## config.mk

```make
export PLATFORM = sky130hd
export DESIGN_NAME = hbq_mac
export DESIGN_NICKNAME = d
export VERILOG_FILES = /design/src/hdl/hbq_pkg.sv /design/src/hdl/hbq_mac.sv
export SDC_FILE = /design/constraint.sdc
export NUM_CORES = 2
export LEC_CHECK = 0
export BUFFER_PORTS_ARGS = -buffer_cell sky130_fd_sc_hd__buf_2
export CELL_PAD_IN_SITES_DETAIL_PLACEMENT = 0
export CELL_PAD_IN_SITES_GLOBAL_PLACEMENT = 1
export CORE_ASPECT_RATIO = 0.75
export CORE_UTILIZATION = 50
export CTS_BUF_LIST = sky130_fd_sc_hd__clkbuf_8
export DETAILED_ROUTE_END_ITERATION = 12
export PLACE_DENSITY_LB_ADDON = 0.1
export SYNTH_ARGS = -nofsm -noshare
export SYNTH_HDL_FRONTEND = slang
export SYNTH_SLANG_ARGS = --single-unit
```

## constraint.sdc

```tcl
create_clock -name i_clk -period 12.1 [get_ports i_clk]
set_input_delay 1.21 -clock i_clk [delete_from_list [all_inputs] [get_ports i_clk]]
set_output_delay 1.21 -clock i_clk [all_outputs]
set_load 0.01 [all_outputs]
```

## src/hdl/hbq_pkg.sv

```systemverilog
// ------------------------------------------------------------------------
// hbq_pkg
// shared widths, register indexes and inter-module types
// ------------------------------------------------------------------------
package hbq_pkg;

    // fixed field widths
    localparam int POS_W     = 26;
    localparam int HGT_W     = 32;
    localparam int DIM_W     = 9;
    localparam int CFG_IDX_W = 2;

    // configuration register indexes
    localparam logic [CFG_IDX_W-1:0] REG_MAP_WIDTH  = 2'd0;
    localparam logic [CFG_IDX_W-1:0] REG_MAP_HEIGHT = 2'd1;

    // operation codes
    localparam logic FUNC_WRITE = 1'b0;
    localparam logic FUNC_QUERY = 1'b1;

    // reset value of both dimensions
    localparam logic [DIM_W-1:0] DIM_RESET = 9'd256;

    // command to the shared multiply / shift / add unit
    typedef struct packed {
        logic                    mul_en;
        logic                    add_en;
        logic                    shift_en;
        logic signed [HGT_W-1:0] op_a;
        logic signed [POS_W-1:0] op_b;
        logic [HGT_W-1:0]        op_c;
    } t_mac_cmd;

    // finished item from the sequencer
    typedef struct packed {
        logic             valid;
        logic [HGT_W-1:0] height;
        logic             oor;
    } t_res;

endpackage

```

## src/hdl/hbq_mac.sv

```systemverilog
// ------------------------------------------------------------------------
// hbq_mac
// shared multiplier with registered product, then shift and add
// ------------------------------------------------------------------------
module hbq_mac
    import hbq_pkg::*;
#(
    parameter int FRAC_BITS = 16
) (
    input  logic             i_clk,
    input  t_mac_cmd         i_cmd,
    output logic [HGT_W-1:0] o_res
);

    localparam int PROD_W = HGT_W + POS_W;

    logic signed [PROD_W-1:0] r_prod;
    logic signed [PROD_W-1:0] prod_shr;
    logic [HGT_W-1:0]         addend;
    logic [HGT_W-1:0]         r_res;

    // product stage
    always_ff @(posedge i_clk) begin
        if (i_cmd.mul_en) begin
            r_prod <= $signed(i_cmd.op_a) * $signed(i_cmd.op_b);
        end
    end

    // floor shift of the product, wrapped to 32 bits
    assign prod_shr = r_prod >>> FRAC_BITS;
    assign addend   = i_cmd.shift_en ? prod_shr[HGT_W-1:0] : r_prod[HGT_W-1:0];

    // add stage
    always_ff @(posedge i_clk) begin
        if (i_cmd.add_en) begin
            r_res <= i_cmd.op_c + addend;
        end
    end

    assign o_res = r_res;

endmodule

```

==> metrics <==
status=complete, no violations; count leader, synth=inv_1; via count=slightly above 20000; cts repair resizes=0; FFs w/ async S/R, synth=0%; buffers added on ports=125; TritonRoute pass-1 iters=5; CTS Root Cell=clkbuf_8; Post-CTS Setup Repair Bufs=0; Seq/Total Area, Yosys=between 8 and 9%; Syn Nets=about 4200; Crit Path Class=in2reg; total die area=between 60000 and 70000 um2; largest net degree at the start of global routing=49; DRC violations left=0; Syn Area/Cell=9.44 um2; Hold Path Class=reg2reg; clk buf depth=2; sequential cell area=between 2000 and 2500 um2; Reg clk slew, reported paths=about 0.09 ns; Mapped Cells=~3200; initial core utilization=around half; Worst Skew=0.0227 ns; post-route setup TNS=0 ns; vias per cell=between 5 and 6; clk_lat worst skew=0.40 ns; DIE HEIGHT=around 210 um; Core Area=59000 um2; 1st-iter DRT viols=around 1300; CP max stage delay=roughly 0.6 ns; count of cell types in the netlist=60; Setup crit end kind=flop; area share of the largest cell type after synthesis=between 40% and 50%; dominant synthesized flop cell=edfxtp_1; Global Route Usage Sum=a little over a quarter; CTS tree=done; worst endpoint required time=12.24 ns; routability cong.=0.852; DP Wirelength=approximately 63000 um; multi-input logic area=about 24000 um2; Routed WL per cell=19.6 um; Crit-path slowest cell=buf_2; gr ovfl total=0; Post-Syn Area=~30000 um2; area grow syn2layout=4.24%; Fmax=0.119 GHz; Worst R2R Setup Slack=between 8 and 9 ns; Synth area leader=fa_1; final-report setup violation count=0; Fillers=about 5500; Num CTS Buffers=9; Max-Cap Viols=0; crit-path max FO=32; I/O pin total=around 130; Startpoint Class=primary input; Post-synth EDFFs=80; fin crit share=69.3%; Slew @ Worst Pin=approximately 1.1 ns; vias in the first global route=around 22000; Slew Limit Fails=0; initial antenna violation count=2; top cells by count, synth=inv_1 (799), fa_1 (735), nand2_1 (450); H-tree depth=3; synthesis warning total=0; Final Hold Viols=0; Sink Count=80; min Tclk post-route=~8.4 ns; WP data arrival=between 8 and 9 ns; Routed WL=between 70000 and 80000 um; row cnt=77; top post-synthesis cells by area=fa_1 (49%), inv_1 (10%), edfxtp_1 (8.0%), ha_1 (7.5%), and2_1 (7.1%); first-pass GRT wire length=125000 um; Slew headroom=24.7%; Final #Nets=approximately 4200; layout cell share with drive strength beyond 1=under 10%; Seq cells post-synth=80; Die X-Extent=~280 um; # hold bufs at CTS=0; RSZ-0062 raised after global routing=no; Antenna Violating Nets Remaining=0
==> registers in the layout (all words and copies together), names as in the netlist <==
name and cells:
r_prod 48, o_res 32
==> through the flow <==
step                      std cells  worst slack (ns)  area, um2  utilization [%]  hold WS [ns]
final                          3952              3.71      31100             52.8         0.685
after global routing           3951              3.41      31100             52.8         0.718
after CTS                      3950              3.80      31100             52.8         0.697
after detailed placement       3934              3.40      30900             52.5         0.683
after global placement         3934              3.41      30900             52.5         0.677
after floorplan                3163              4.39      29900                -         0.633
==> layout make-up <==
cell class              instances  share of cell area, %
multi-input cells            2139                   76.8
inverters                     799                   9.63
flip-flops and latches         80                   7.72
well taps                     790                   3.17
repair buffers                126                   2.03
clock buffers                   9                  0.398
clock inverters                 7                  0.205
diodes                          2                 0.0161
==> path summary, 6_finish.rpt <==
kind                                  from          to  cells after the start
worst min register to register   r_prod[0]    o_res[0]                      2
worst min-delay path             r_prod[0]    o_res[0]                      2
worst max-delay path             i_cmd[34]  r_prod[45]                     27
worst max register to register  r_prod[24]   o_res[28]                     12
==> worst max-delay path: cells and delay by family <==
| family | cells | cell delay, ns |
|---|---|---|
| buf+inv | 8 | 1.00 |
| simple gates | 5 | 0.95 |
| fa+ha+maj | 8 | 4.05 |
| xor+xnor | 1 | 0.09 |
| compound gates | 5 | 1.22 |
==> per-layer routing <==
metal  part of all wire (%)  GRT usage (%)  wire length (um)  vias up
li1                       -              -                 -     9162
met1                     44           37.8             34000    10900
met2                     49           44.9             37700      529
met3                    5.1           3.18              3930      108
met4                    2.1           5.84              1630        0
met5                      0              0                 0        -
==> cells in the final DEF, fill, tap and decap left out, types with 3 or more instances in the layout <==
| cell type | instances |
|---|---|
| a21oi_1 | 58 |
| nand4_1 | 3 |
| nand2_1 | 450 |
| nand3_1 | 11 |
| a21oi_2 | 9 |
| buf_2 | 125 |
| ha_1 | 178 |
| xor2_1 | 25 |
| and2_1 | 338 |
| a31oi_1 | 9 |
| or3_1 | 4 |
| clkbuf_8 | 9 |
| nor2b_1 | 7 |
| o211ai_1 | 3 |
| o21ai_0 | 20 |
| o21ai_1 | 4 |
| o21bai_1 | 12 |
| nand2b_1 | 17 |
| nor2_1 | 42 |
| a211oi_1 | 5 |
| a21o_1 | 40 |
| fa_1 | 735 |
| mux2_2 | 30 |
| nor3_1 | 8 |
| o21a_1 | 5 |
| edfxtp_1 | 80 |
| xnor2_1 | 75 |
| o31ai_2 | 4 |
| and3_1 | 10 |
| inv_1 | 799 |
==> cell families (layout without fill, tap and decap cells) <==
kind of cell	after synthesis	after routing	synth area share, %
buffers and inverters	944	941	11.9
xor gates and xnor gates	100	100	2.93
muxes	32	32	1.20
and+or+nand+nor	897	897	14.6
other	0	2	0
DFF	80	80	8.04
AOI/OAI and AO/OA	197	197	4.62
adders and majority gates	913	913	56.7
Power is left out: the tool's default activity adds up to more than one toggle a clock period on the data nets, which glitch-free logic cannot reach.
