[src/hdl/hbq_pkg.sv]
// ------------------------------------------------------------------------
// hbq_pkg
// shared widths, register indexes and inter-module types
// ------------------------------------------------------------------------
package hbq_pkg;

    // fixed field widths
    localparam int POS_W     = 26;
    localparam int HGT_W     = 32;
    localparam int DIM_W     = 9;
    localparam int CFG_IDX_W = 2;

    // configuration register indexes
    localparam logic [CFG_IDX_W-1:0] REG_MAP_WIDTH  = 2'd0;
    localparam logic [CFG_IDX_W-1:0] REG_MAP_HEIGHT = 2'd1;

    // operation codes
    localparam logic FUNC_WRITE = 1'b0;
    localparam logic FUNC_QUERY = 1'b1;

    // reset value of both dimensions
    localparam logic [DIM_W-1:0] DIM_RESET = 9'd256;

    // command to the shared multiply / shift / add unit
    typedef struct packed {
        logic                    mul_en;
        logic                    add_en;
        logic                    shift_en;
        logic signed [HGT_W-1:0] op_a;
        logic signed [POS_W-1:0] op_b;
        logic [HGT_W-1:0]        op_c;
    } t_mac_cmd;

    // finished item from the sequencer
    typedef struct packed {
        logic             valid;
        logic [HGT_W-1:0] height;
        logic             oor;
    } t_res;

endpackage

[src/hdl/hbq_seq.sv]
// ------------------------------------------------------------------------
// hbq_seq
// item sequencer: range check, address, write or corner reads, three lerps
// ------------------------------------------------------------------------
module hbq_seq
    import hbq_pkg::*;
#(
    parameter int FRAC_BITS = 16,
    parameter int ADDR_W    = 17
) (
    input  logic                    i_clk,
    input  logic                    i_rst_n,
    input  logic                    i_in_valid,
    output logic                    o_in_stall,
    input  logic                    i_func,
    input  logic signed [POS_W-1:0] i_pos_x,
    input  logic signed [POS_W-1:0] i_pos_y,
    input  logic signed [HGT_W-1:0] i_new_height,
    input  logic [DIM_W-1:0]        i_width_eff,
    input  logic [DIM_W-1:0]        i_height_eff,
    output t_mac_cmd                o_mac_cmd,
    input  logic [HGT_W-1:0]        i_mac_res,
    output logic                    o_mem_we,
    output logic [ADDR_W-1:0]       o_mem_addr,
    output logic [HGT_W-1:0]        o_mem_wdata,
    input  logic [HGT_W-1:0]        i_mem_rdata,
    output t_res                    o_res,
    input  logic                    i_res_take
);

    localparam int IW = POS_W - FRAC_BITS;
    localparam int CW = POS_W + 1;

    localparam logic [3:0] S_IDLE = 4'd0;
    localparam logic [3:0] S_BMUL = 4'd1;
    localparam logic [3:0] S_BADD = 4'd2;
    localparam logic [3:0] S_WR   = 4'd3;
    localparam logic [3:0] S_RD0  = 4'd4;
    localparam logic [3:0] S_RD1  = 4'd5;
    localparam logic [3:0] S_RD2  = 4'd6;
    localparam logic [3:0] S_RD3  = 4'd7;
    localparam logic [3:0] S_L1M  = 4'd8;
    localparam logic [3:0] S_L1A  = 4'd9;
    localparam logic [3:0] S_L2M  = 4'd10;
    localparam logic [3:0] S_L2A  = 4'd11;
    localparam logic [3:0] S_L3M  = 4'd12;
    localparam logic [3:0] S_L3A  = 4'd13;
    localparam logic [3:0] S_DONE = 4'd14;

    logic [3:0]              r_state;
    logic [3:0]              n_state;
    logic                    accept;
    logic signed [IW-1:0]    ix_in;
    logic signed [IW-1:0]    iy_in;
    logic signed [CW-1:0]    ix_c;
    logic signed [CW-1:0]    iy_c;
    logic signed [CW-1:0]    w_c;
    logic signed [CW-1:0]    h_c;
    logic                    oor_in;
    logic                    r_func;
    logic                    r_oor;
    logic signed [IW-1:0]    r_ix;
    logic signed [IW-1:0]    r_iy;
    logic [FRAC_BITS-1:0]    r_fx;
    logic [FRAC_BITS-1:0]    r_fy;
    logic [HGT_W-1:0]        r_hgt;
    logic [HGT_W-1:0]        r_ha;
    logic [HGT_W-1:0]        r_hb;
    logic [HGT_W-1:0]        r_hc;
    logic [HGT_W-1:0]        r_hd;
    logic [HGT_W-1:0]        r_he;
    logic [ADDR_W-1:0]       base;
    logic [ADDR_W-1:0]       w_a;

    assign accept     = i_in_valid && (r_state == S_IDLE);
    assign o_in_stall = (r_state != S_IDLE);

    // integer parts and bounds in a common signed width
    assign ix_in = i_pos_x[POS_W-1:FRAC_BITS];
    assign iy_in = i_pos_y[POS_W-1:FRAC_BITS];
    assign ix_c  = CW'(ix_in);
    assign iy_c  = CW'(iy_in);
    assign w_c   = $signed({{(CW-DIM_W){1'b0}}, i_width_eff});
    assign h_c   = $signed({{(CW-DIM_W){1'b0}}, i_height_eff});

    // queries need the far corner inside, writes only the point itself
    always_comb begin
        if (i_func == FUNC_QUERY) begin
            oor_in = (ix_c < 0) || (iy_c < 0) || (ix_c >= w_c) || (iy_c >= h_c);
        end else begin
            oor_in = (ix_c < 0) || (iy_c < 0) || (ix_c > w_c) || (iy_c > h_c);
        end
    end

    // next state
    always_comb begin
        n_state = r_state;
        unique case (r_state)
            S_IDLE: begin
                if (accept) begin
                    n_state = oor_in ? S_DONE : S_BMUL;
                end
            end
            S_BMUL: n_state = S_BADD;
            S_BADD: n_state = (r_func == FUNC_QUERY) ? S_RD0 : S_WR;
            S_WR:   n_state = S_DONE;
            S_RD0:  n_state = S_RD1;
            S_RD1:  n_state = S_RD2;
            S_RD2:  n_state = S_RD3;
            S_RD3:  n_state = S_L1M;
            S_L1M:  n_state = S_L1A;
            S_L1A:  n_state = S_L2M;
            S_L2M:  n_state = S_L2A;
            S_L2A:  n_state = S_L3M;
            S_L3M:  n_state = S_L3A;
            S_L3A:  n_state = S_DONE;
            S_DONE: begin
                if (i_res_take) begin
                    n_state = S_IDLE;
                end
            end
            default: n_state = S_IDLE;
        endcase
    end

    always_ff @(posedge i_clk) begin
        if (!i_rst_n) begin
            r_state <= S_IDLE;
        end else begin
            r_state <= n_state;
        end
    end

    // item capture
    always_ff @(posedge i_clk) begin
        if (accept) begin
            r_func <= i_func;
            r_oor  <= oor_in;
            r_ix   <= ix_in;
            r_iy   <= iy_in;
            r_fx   <= i_pos_x[FRAC_BITS-1:0];
            r_fy   <= i_pos_y[FRAC_BITS-1:0];
            r_hgt  <= i_new_height;
        end
    end

    // corner capture, one read behind the address
    always_ff @(posedge i_clk) begin
        case (r_state)
            S_RD1: r_ha <= i_mem_rdata;
            S_RD2: r_hb <= i_mem_rdata;
            S_RD3: r_hc <= i_mem_rdata;
            S_L1M: r_hd <= i_mem_rdata;
            S_L2M: r_he <= i_mac_res;
            default: begin
            end
        endcase
    end

    // memory address: base from the shared unit plus a corner offset
    assign base = i_mac_res[ADDR_W-1:0];
    assign w_a  = ADDR_W'(i_width_eff);

    always_comb begin
        o_mem_we    = 1'b0;
        o_mem_wdata = r_hgt;
        case (r_state)
            S_WR: begin
                o_mem_we   = 1'b1;
                o_mem_addr = base;
            end
            S_RD1:   o_mem_addr = base + w_a + ADDR_W'(1);
            S_RD2:   o_mem_addr = base + ADDR_W'(1);
            S_RD3:   o_mem_addr = base + w_a + ADDR_W'(2);
            default: o_mem_addr = base;
        endcase
    end

    // shared unit commands
    always_comb begin
        o_mac_cmd = '0;
        case (r_state)
            S_BMUL: begin
                o_mac_cmd.mul_en = 1'b1;
                o_mac_cmd.op_a   = $signed(HGT_W'(i_width_eff) + HGT_W'(1));
                o_mac_cmd.op_b   = POS_W'(r_iy);
            end
            S_BADD: begin
                o_mac_cmd.add_en = 1'b1;
                o_mac_cmd.op_c   = HGT_W'(r_ix);
            end
            S_L1M: begin
                o_mac_cmd.mul_en = 1'b1;
                o_mac_cmd.op_a   = $signed(r_hb - r_ha);
                o_mac_cmd.op_b   = $signed(POS_W'(r_fy));
            end
            S_L1A: begin
                o_mac_cmd.add_en   = 1'b1;
                o_mac_cmd.shift_en = 1'b1;
                o_mac_cmd.op_c     = r_ha;
            end
            S_L2M: begin
                o_mac_cmd.mul_en = 1'b1;
                o_mac_cmd.op_a   = $signed(r_hd - r_hc);
                o_mac_cmd.op_b   = $signed(POS_W'(r_fy));
            end
            S_L2A: begin
                o_mac_cmd.add_en   = 1'b1;
                o_mac_cmd.shift_en = 1'b1;
                o_mac_cmd.op_c     = r_hc;
            end
            S_L3M: begin
                o_mac_cmd.mul_en = 1'b1;
                o_mac_cmd.op_a   = $signed(i_mac_res - r_he);
                o_mac_cmd.op_b   = $signed(POS_W'(r_fx));
            end
            S_L3A: begin
                o_mac_cmd.add_en   = 1'b1;
                o_mac_cmd.shift_en = 1'b1;
                o_mac_cmd.op_c     = r_he;
            end
            default: begin
            end
        endcase
    end

    // finished item: height only for an in-range query
    always_comb begin
        o_res.valid  = (r_state == S_DONE);
        o_res.oor    = r_oor;
        o_res.height = ((r_func == FUNC_QUERY) && !r_oor) ? i_mac_res : '0;
    end

endmodule

[config.mk]
export PLATFORM = sky130hd
export DESIGN_NAME = hbq_seq
export DESIGN_NICKNAME = d
export VERILOG_FILES = /design/src/hdl/hbq_pkg.sv /design/src/hdl/hbq_seq.sv
export SDC_FILE = /design/constraint.sdc
export NUM_CORES = 1
export LEC_CHECK = 0
export BUFFER_PORTS_ARGS = -buffer_cell sky130_fd_sc_hd__buf_2
export CAP_MARGIN = 25
export CELL_PAD_IN_SITES_DETAIL_PLACEMENT = 0
export CELL_PAD_IN_SITES_GLOBAL_PLACEMENT = 1
export CORE_UTILIZATION = 37
export DETAILED_ROUTE_END_ITERATION = 12
export PLACE_DENSITY = 0.72
export SKIP_LAST_GASP = 1
export SLEW_MARGIN = 20
export SYNTH_ARGS = -nofsm -noshare
export SYNTH_HDL_FRONTEND = slang
export SYNTH_SLANG_ARGS = --single-unit
[constraint.sdc]
create_clock -name i_clk -period 4 [get_ports i_clk]
set_input_delay 0 -clock i_clk [delete_from_list [all_inputs] [get_ports i_clk]]
set_output_delay 0 -clock i_clk [all_outputs]
set_load 0.1 [all_outputs]
==> results of run 1 <==
[final cells by class]
cell class,instances,area [µm²],share of cell area (%)
Clock buffer,33,741,3.22
Inverter,141,529,2.30
Tap cell,600,751,3.27
Antenna cell,2,5.00,0.0218
Timing Repair Buffer,550,4350,18.9
Sequential cell,250,7470,32.5
Multi-Input combinational cell,1241,8870,38.6
Clock inverter,19,282,1.22
[metrics by stage]
step           setup WS, ps  TNS [ps]  cell area (µm²)  util, %  hold slack [ps]
2_1_floorplan         0.784         0            16900        -             98.9
3_3_place_gp            227         0            20100     44.4              177
3_5_place_dp            239         0            20100     44.4              178
4_1_cts               -49.8     -49.8            22800     50.3             81.1
5_1_grt               -16.3     -65.8            23000     50.8             95.4
6_report                126         0            23000     50.8              107
[worst max-delay path, cell delays in order, from the launching register on]
cell	delay, ps
sky130_fd_sc_hd__edfxtp_1	360
sky130_fd_sc_hd__inv_1	50
sky130_fd_sc_hd__ha_1	350
sky130_fd_sc_hd__a2111o_1	480
sky130_fd_sc_hd__o2111ai_2	240
sky130_fd_sc_hd__a21boi_1	130
sky130_fd_sc_hd__o41a_1	410
sky130_fd_sc_hd__o41ai_4	430
sky130_fd_sc_hd__o41ai_2	160
sky130_fd_sc_hd__xnor2_1	150
sky130_fd_sc_hd__o221ai_2	280
sky130_fd_sc_hd__buf_12	220
[power groups by stage]
stage,clock network [mW],logic (mW),registers [mW]
finish,2.89,8.95,3.59
global route,3.04,9.35,3.62
CTS,2.94,8.87,3.59
detailed placement,0,8.67,3.64
global placement,0,8.65,3.63
floorplan,0,5.86,4.15
[what timing repair did]
action                                  4_1_cts  5_1_grt
pin swaps                                     4       16
setup buffers                                 2        6
endpoints found under the setup margin       13       21
hold buffers                                154        0
endpoints found under the hold margin       250        0
gates resized for setup                      17       38
[registers in the layout (all words and copies together), names as in the netlist]
signal,flops
o_mem_wdata,32
r_func,1
r_fx,16
r_fy,16
r_ha,32
r_hb,32
r_hc,32
r_hd,32
r_he,32
r_ix,10
r_iy,10
r_oor,1
r_state,4
[worst max-delay path by stage]
stage,start,endpoint,slack [ps],cells past startpoint
finish,r_he[6],o_mac_cmd[89],130,11
global route,r_hc[4],o_mac_cmd[83],-20,13
CTS,r_he[6],o_mac_cmd[85],-50,11
detailed placement,r_ha[0],o_mac_cmd[84],240,13
global placement,r_hb[0],o_mac_cmd[88],230,14
floorplan,r_state[2],o_mem_addr[5],0.8,11
[cell usage in the layout (no fill, tap or decap), types with 6 or more instances in the layout]
cell type / count
sky130_fd_sc_hd__or2_2: 6
sky130_fd_sc_hd__o22ai_1: 6
sky130_fd_sc_hd__xor2_1: 48
sky130_fd_sc_hd__bufinv_16: 7
sky130_fd_sc_hd__a2111oi_0: 7
sky130_fd_sc_hd__nor2_1: 86
sky130_fd_sc_hd__a211oi_1: 15
sky130_fd_sc_hd__a21oi_1: 92
sky130_fd_sc_hd__xnor2_1: 65
sky130_fd_sc_hd__a21o_1: 51
sky130_fd_sc_hd__o21ai_1: 18
sky130_fd_sc_hd__nand2_1: 140
sky130_fd_sc_hd__inv_1: 136
sky130_fd_sc_hd__o31ai_1: 7
sky130_fd_sc_hd__o211ai_1: 23
sky130_fd_sc_hd__buf_2: 297
sky130_fd_sc_hd__nor3_1: 34
sky130_fd_sc_hd__buf_12: 45
sky130_fd_sc_hd__mux2i_1: 9
sky130_fd_sc_hd__a221o_1: 12
sky130_fd_sc_hd__a31oi_1: 10
sky130_fd_sc_hd__a22oi_1: 72
sky130_fd_sc_hd__clkbuf_16: 29
sky130_fd_sc_hd__o21bai_1: 8
sky130_fd_sc_hd__and2_1: 42
sky130_fd_sc_hd__o221ai_1: 12
sky130_fd_sc_hd__ha_1: 122
sky130_fd_sc_hd__edfxtp_1: 246
sky130_fd_sc_hd__nor2b_1: 15
sky130_fd_sc_hd__dlygate4sd3_1: 154
sky130_fd_sc_hd__nand4_1: 19
sky130_fd_sc_hd__o21a_1: 12
sky130_fd_sc_hd__and3_1: 17
sky130_fd_sc_hd__clkinv_1: 10
sky130_fd_sc_hd__o21ai_0: 73
sky130_fd_sc_hd__nand2b_1: 24
sky130_fd_sc_hd__buf_4: 49
sky130_fd_sc_hd__nand3_1: 56
[per-layer routing]
layer / GRT usage [%] / vias to the layer above
li1: - / 7394
met1: 30.0 / 7470
met2: 46.5 / 596
met3: 4.34 / 110
met4: 8.50 / 4
met5: 0 / -
[logic make-up (layout without fill, tap and decap cells)]
family / count (synthesis) / after routing
muxes: 11 / 11
DFF: 250 / 250
buffers and inverters: 208 / 743
adders and majority gates: 127 / 127
other: 0 / 2
and+or+nand+nor: 491 / 491
AOI/OAI and AO/OA: 498 / 498
xor gates and xnor gates: 114 / 114
==> results.yml, run 1 <==
outcome:
  status: "finished, final reports clean"
yosys:
  ys_seq_elements: 250
  asyncSetResetFlopFracSynth_pct: 0
  yosys.cell_types.count: 89
  synth-seq-area-share_pct: 44.1
  main_flop_type_after_synthesis: "sky130_fd_sc_hd__edfxtp_1"
  post_synth_instance_area_um2: 16900
  yosys-top-cells-area: "sky130_fd_sc_hd__edfxtp_1 (44%), sky130_fd_sc_hd__ha_1 (9.1%), sky130_fd_sc_hd__xnor2_1 (3.4%), sky130_fd_sc_hd__a22oi_1 (3.2%), sky130_fd_sc_hd__nand2_1 (3.1%)"
  share_of_the_synthesized_netlist_area_taken_by_xor_and_xnor_gates_pct: 5.90
  combinational_family_with_the_most_area_after_synthesis: "compound AO/OA/AOI/OAI gates"
  synth_compound_area_share_pct: 20.3
  yosysWarningCount: 0
  synth-adder-area-share_pct: 9.56
  synthTopCellsByCount: "sky130_fd_sc_hd__edfxtp_1 (246), sky130_fd_sc_hd__nand2_1 (141), sky130_fd_sc_hd__inv_1 (136)"
  yosysMostFrequentCell: "sky130_fd_sc_hd__edfxtp_1"
  synth_simple_gate_area_share_pct: 14.5
  post_synth_mux_area_share_pct: 0.673
  synthDominantCellAreaShare_pct: 43.6
  synthesis.nets: 1997
  synth_area_leader: "sky130_fd_sc_hd__edfxtp_1"
  postSynthCellCount: 1699
  synth-edff-count: 246
  syn_area_per_cell_um2: 9.96
worst_setup_path:
  timing.critical_path.to_type: "output port"
  rr_worst_depth: 6
  crit_path_max_fanout: 6
  reg2reg_to: "r_hd[31]"
  crit-reg2reg-launch: "r_state[1]"
  worst_setup_path_start_kind: "register"
  setup.reg_to_reg.worst_slack_ps: 1430
  worst-endpoint-arrival_ps: 3870
  crit_type: "reg -> out"
  required_ps: 4000
power:
  power_per_cell_area_nw_per_um2: 671
  irDropWorstVdd_uv: 604
  total_internal_power_mw: 7.46
  leakagePower_nw: 9.82
  power_switching_mw: 7.97
  fin_total_pwr_mw: 15.4
  relative_contribution_of_the_clock_network_to_total_power_pct: 18.7
  sequentialPowerShare_pct: 23.3
  combinational_power_share_pct: 58.0
  p_sw_share_pct: 51.6
timing:
  fmax_mhz: 258
  clk_skew_ps: 20.4
  setup-violations-final: 0
  max_slew.worst_pin.slew_ps: 1010
  slew-limit-headroom_pct: 32.4
  fin_crit_sh_pct: 96.8
  timing.final.max_slew_violations: 0
  setup_repair_after_global_routing_missed_its_margin: "true"
  report.final.hold_viol_count: 0
  final_period_minus_worst_setup_slack_ps: 3870
placement:
  dp.final_hpwl_mm: 45.7
  place_inst: 2620
  place.port_buffers: 348
  finalWeightedCongestion: 0.899
route:
  dr.first_iter.drc_count: 997
  top_layer_used: "met5"
  post_detailed_route_count_of_antenna_violating_nets: 0
  wire_per_inst_um: 21.5
  drt_wl_total_mm: 61.1
  wl_met3_mm: 4.12
  drt-met1-wl_mm: 24.2
  first_pass_iters: 5
  remaining_drc_errors: 0
  detailroute.via_count: 15600
  drt-vias-per-instance: 5.49
  met2RoutedLength_mm: 30.8
clock_network:
  clock_root_buffer: "sky130_fd_sc_hd__clkbuf_16"
  cts_max_level: 1
  cts_made_buffers: 29
  path_clk_slew_ps: 60
  cts_tree: "done"
  clock_sink_count: 250
  clock_latency_on_the_worst_skew_pair_ps: 600
  clockBufferDepth: 3
worst_hold_path:
  hold_path.startpoint: "i_new_height[17]"
  worstHoldPathType: "in -> reg"
  hold_path_end: "o_mem_wdata[17]"
  holdPathStages: 2
global_route:
  grt_usage_pct: 25.5
  grt-ovfl-total: 0
  grt_first_pass_wirelength_mm: 91.0
  first_global_vias: 15700
  grt_antenna_before_repair: 4
  largest_net_degree_at_the_start_of_global_routing: 49
floorplan:
  core_um2: 45300
  die_height_um: 216
  std_cell_rows: 78
  die_w_um: 216
  floorplan.initialDensity_pct: 37.4
  design.portCount: 349
  floorplan.die_area_um2: 46600
layout:
  post_route_cells_drive_above_1_share_pct: 22.5
  nFillCells: 4188
  fin_cells: 2836
  area_growth_from_synthesis_to_layout_pct: 35.8
  final_net_count: 2511
run:
  timing.max_cap.violations: 0
(Power assumes the default switching activity.)
==> inputs of run 2 (changes only) <==
--- a/config.mk
+++ b/config.mk
@@ -9,9 +9,9 @@
 export CAP_MARGIN = 25
 export CELL_PAD_IN_SITES_DETAIL_PLACEMENT = 0
 export CELL_PAD_IN_SITES_GLOBAL_PLACEMENT = 1
-export CORE_UTILIZATION = 37
+export CORE_UTILIZATION = 43
 export DETAILED_ROUTE_END_ITERATION = 12
-export PLACE_DENSITY = 0.72
+export PLACE_DENSITY = 0.81
 export SKIP_LAST_GASP = 1
 export SLEW_MARGIN = 20
 export SYNTH_ARGS = -nofsm -noshare
==> results.yml, run 2 (same netlist as run 1, synthesis figures left out) <==
worst_setup_path:
  timing.critical_path.slowest_cell_delay_ps: 620
  critical_path.slowest_cell: "sky130_fd_sc_hd__o31ai_1"
  critPathTopFamily: "compound AO/OA/AOI/OAI gates"
  reg2reg_to: "r_state[1]"
  worst-path-buf-inv: 2
  crit-reg2reg-launch: "r_state[3]"
  timing.critical_path.to_type: "output port"
  worst_setup_path_startpoint: "r_he[3]"
  crit_path_max_fanout: 4
  worst-endpoint-arrival_ps: 3870
  crit_type: "reg -> out"
  required_ps: 4000
  crit_path_cell_trace: "inv_1 -> ha_1 -> o21a_1 -> o31a_1 -> o21ai_0 -> o31ai_1 -> a31o_2 -> a31oi_1 -> xnor2_1 -> a22oi_1 -> o21ai_1 -> buf_2"
  setup.reg_to_reg.worst_slack_ps: 1450
  worst_setup_path_start_kind: "register"
  rr_worst_depth: 9
clock_network:
  clock_latency_on_the_worst_skew_pair_ps: 570
  cts_tree: "done"
  clock_root_buffer: "sky130_fd_sc_hd__clkbuf_16"
  cts_max_level: 1
  clockBufferDepth: 3
  clock_sink_count: 250
  path_clk_slew_ps: 60
  cts_made_buffers: 28
floorplan:
  std_cell_rows: 72
  floorplan.die_area_um2: 40200
  core_um2: 38700
  die_w_um: 200
  die_height_um: 200
  design.portCount: 349
  floorplan.initialDensity_pct: 43.7
layout:
  post_route_cells_drive_above_1_share_pct: 21.9
  final_net_count: 2507
  fin_cells: 2744
  nFillCells: 3324
  layout_commonest_cell: "sky130_fd_sc_hd__buf_2"
  layout_common_cells: "sky130_fd_sc_hd__buf_2 (300), sky130_fd_sc_hd__edfxtp_1 (246), sky130_fd_sc_hd__dlygate4sd3_1 (154), sky130_fd_sc_hd__nand2_1 (140), sky130_fd_sc_hd__inv_1 (136)"
  area_growth_from_synthesis_to_layout_pct: 34.3
  antenna-diode-count: 0
  fin_util_pct: 58.7
worst_hold_path:
  hold_path_end: "o_mem_wdata[30]"
  worstHoldPathType: "in -> reg"
  hold_path.startpoint: "i_new_height[30]"
  holdPathStages: 2
route:
  remaining_drc_errors: 0
  post_detailed_route_count_of_antenna_violating_nets: 0
  dr.first_iter.drc_count: 1173
  drt-vias-per-instance: 5.71
  drt_wl_total_mm: 59.6
  first_pass_iters: 6
  wire_per_inst_um: 21.7
  detailroute.via_count: 15700
global_route:
  grt-ovfl-total: 0
  largest_net_degree_at_the_start_of_global_routing: 87
  use_met2_pct: 53.3
  grt_usage_pct: 29.2
  grt_antenna_before_repair: 1
  global_route.peak_usage_layer: "met2"
  first_global_vias: 15900
  grt_first_pass_wirelength_mm: 90.4
  grt_util_met1_pct: 34.1
  global_route.usage.met3_pct: 3.91
power:
  sequentialPowerShare_pct: 23.5
  p_sw_share_pct: 52.0
  leakagePower_nw: 9.74
  relative_contribution_of_the_clock_network_to_total_power_pct: 17.9
  power_switching_mw: 7.95
  irDropWorstVdd_uv: 703
  power_per_cell_area_nw_per_um2: 672
  combinational_power_share_pct: 58.5
  total_internal_power_mw: 7.33
timing:
  slew-limit-headroom_pct: 26.6
  setup-violations-final: 0
  fmax_mhz: 258
  timing.final.max_slew_violations: 0
  setup_repair_after_global_routing_missed_its_margin: "true"
  report.final.hold_viol_count: 0
  final_period_minus_worst_setup_slack_ps: 3870
  max_slew.worst_pin.slew_ps: 1100
  fin_crit_sh_pct: 96.8
  clk_skew_ps: 7.53
placement:
  place_inst: 2536
  dp.final_hpwl_mm: 45.0
  place.port_buffers: 348
  finalWeightedCongestion: 0.945
outcome:
  status: "finished, final reports clean"
run:
  timing.max_cap.violations: 0
==> run 2: routing by layer <==
metal	part of all wire, %	routed length [µm]
met2	51	30200
met1	39	23300
met5	0.029	17
met3	6.0	3600
met4	4.2	2530
==> run 2: power by group through the flow <==
| stage | clock, mW | combinational (mW) | sequential [mW] |
|---|---|---|---|
| finish | 2.74 | 8.94 | 3.59 |
| global route | 2.87 | 9.32 | 3.62 |
| CTS | 2.76 | 8.85 | 3.59 |
| detailed placement | 0 | 8.67 | 3.64 |
| global placement | 0 | 8.63 | 3.63 |
| floorplan | 0 | 5.86 | 4.15 |
==> run 2: stage by stage <==
step	setup TNS, ps	total power, mW	hold WS, ps	setup slack [ps]	cell area, µm²
floorplan	0	10.0	98.9	0.784	16900
global placement	0	12.3	176	304	20000
detailed placement	0	12.3	178	229	20000
CTS	-118	15.2	113	-118	22600
global route	-110	15.8	116	-36.2	22700
finish	0	15.3	128	130	22700
==> run 2: worst reg2reg max path, stage by stage, from the launching register on <==
cell	delay [ps]
sky130_fd_sc_hd__dfxtp_1	310
sky130_fd_sc_hd__buf_4	190
sky130_fd_sc_hd__nor2_1	290
sky130_fd_sc_hd__nand2_1	140
sky130_fd_sc_hd__a21oi_1	160
sky130_fd_sc_hd__a21oi_1	60
sky130_fd_sc_hd__nand3_1	90
sky130_fd_sc_hd__dlygate4sd3_1	550
sky130_fd_sc_hd__o21ai_0	70
sky130_fd_sc_hd__dlygate4sd3_1	570
==> run 2: repair_timing <==
item,4_1_cts,5_1_grt
endpoints found under the setup margin,11,20
setup buffers,1,6
hold endpoints to repair,249,0
gates resized for setup,10,26
pin swaps,1,15
hold buffers,154,0
==> run 2: area by class of cell <==
| class | instances | area [µm²] | share of cell area [%] |
|---|---|---|---|
| sequential | 250 | 7470 | 32.8 |
| tap | 518 | 648 | 2.85 |
| timing repair buffer | 547 | 4330 | 19.0 |
| clock inverter | 14 | 245 | 1.08 |
| multi-input combinational | 1241 | 8800 | 38.7 |
| inverter | 141 | 529 | 2.33 |
| clock buffer | 33 | 719 | 3.16 |
==> run 2: how the worst max path moves through the flow <==
stage	end	slack [ps]	cells past startpoint
after floorplan	o_mem_addr[5]	0.8	11
after global placement	o_mac_cmd[84]	300	14
after detailed placement	o_mac_cmd[84]	230	14
after CTS	o_mac_cmd[84]	-120	14
after global routing	o_mac_cmd[78]	-40	12
final	o_mac_cmd[75]	130	12
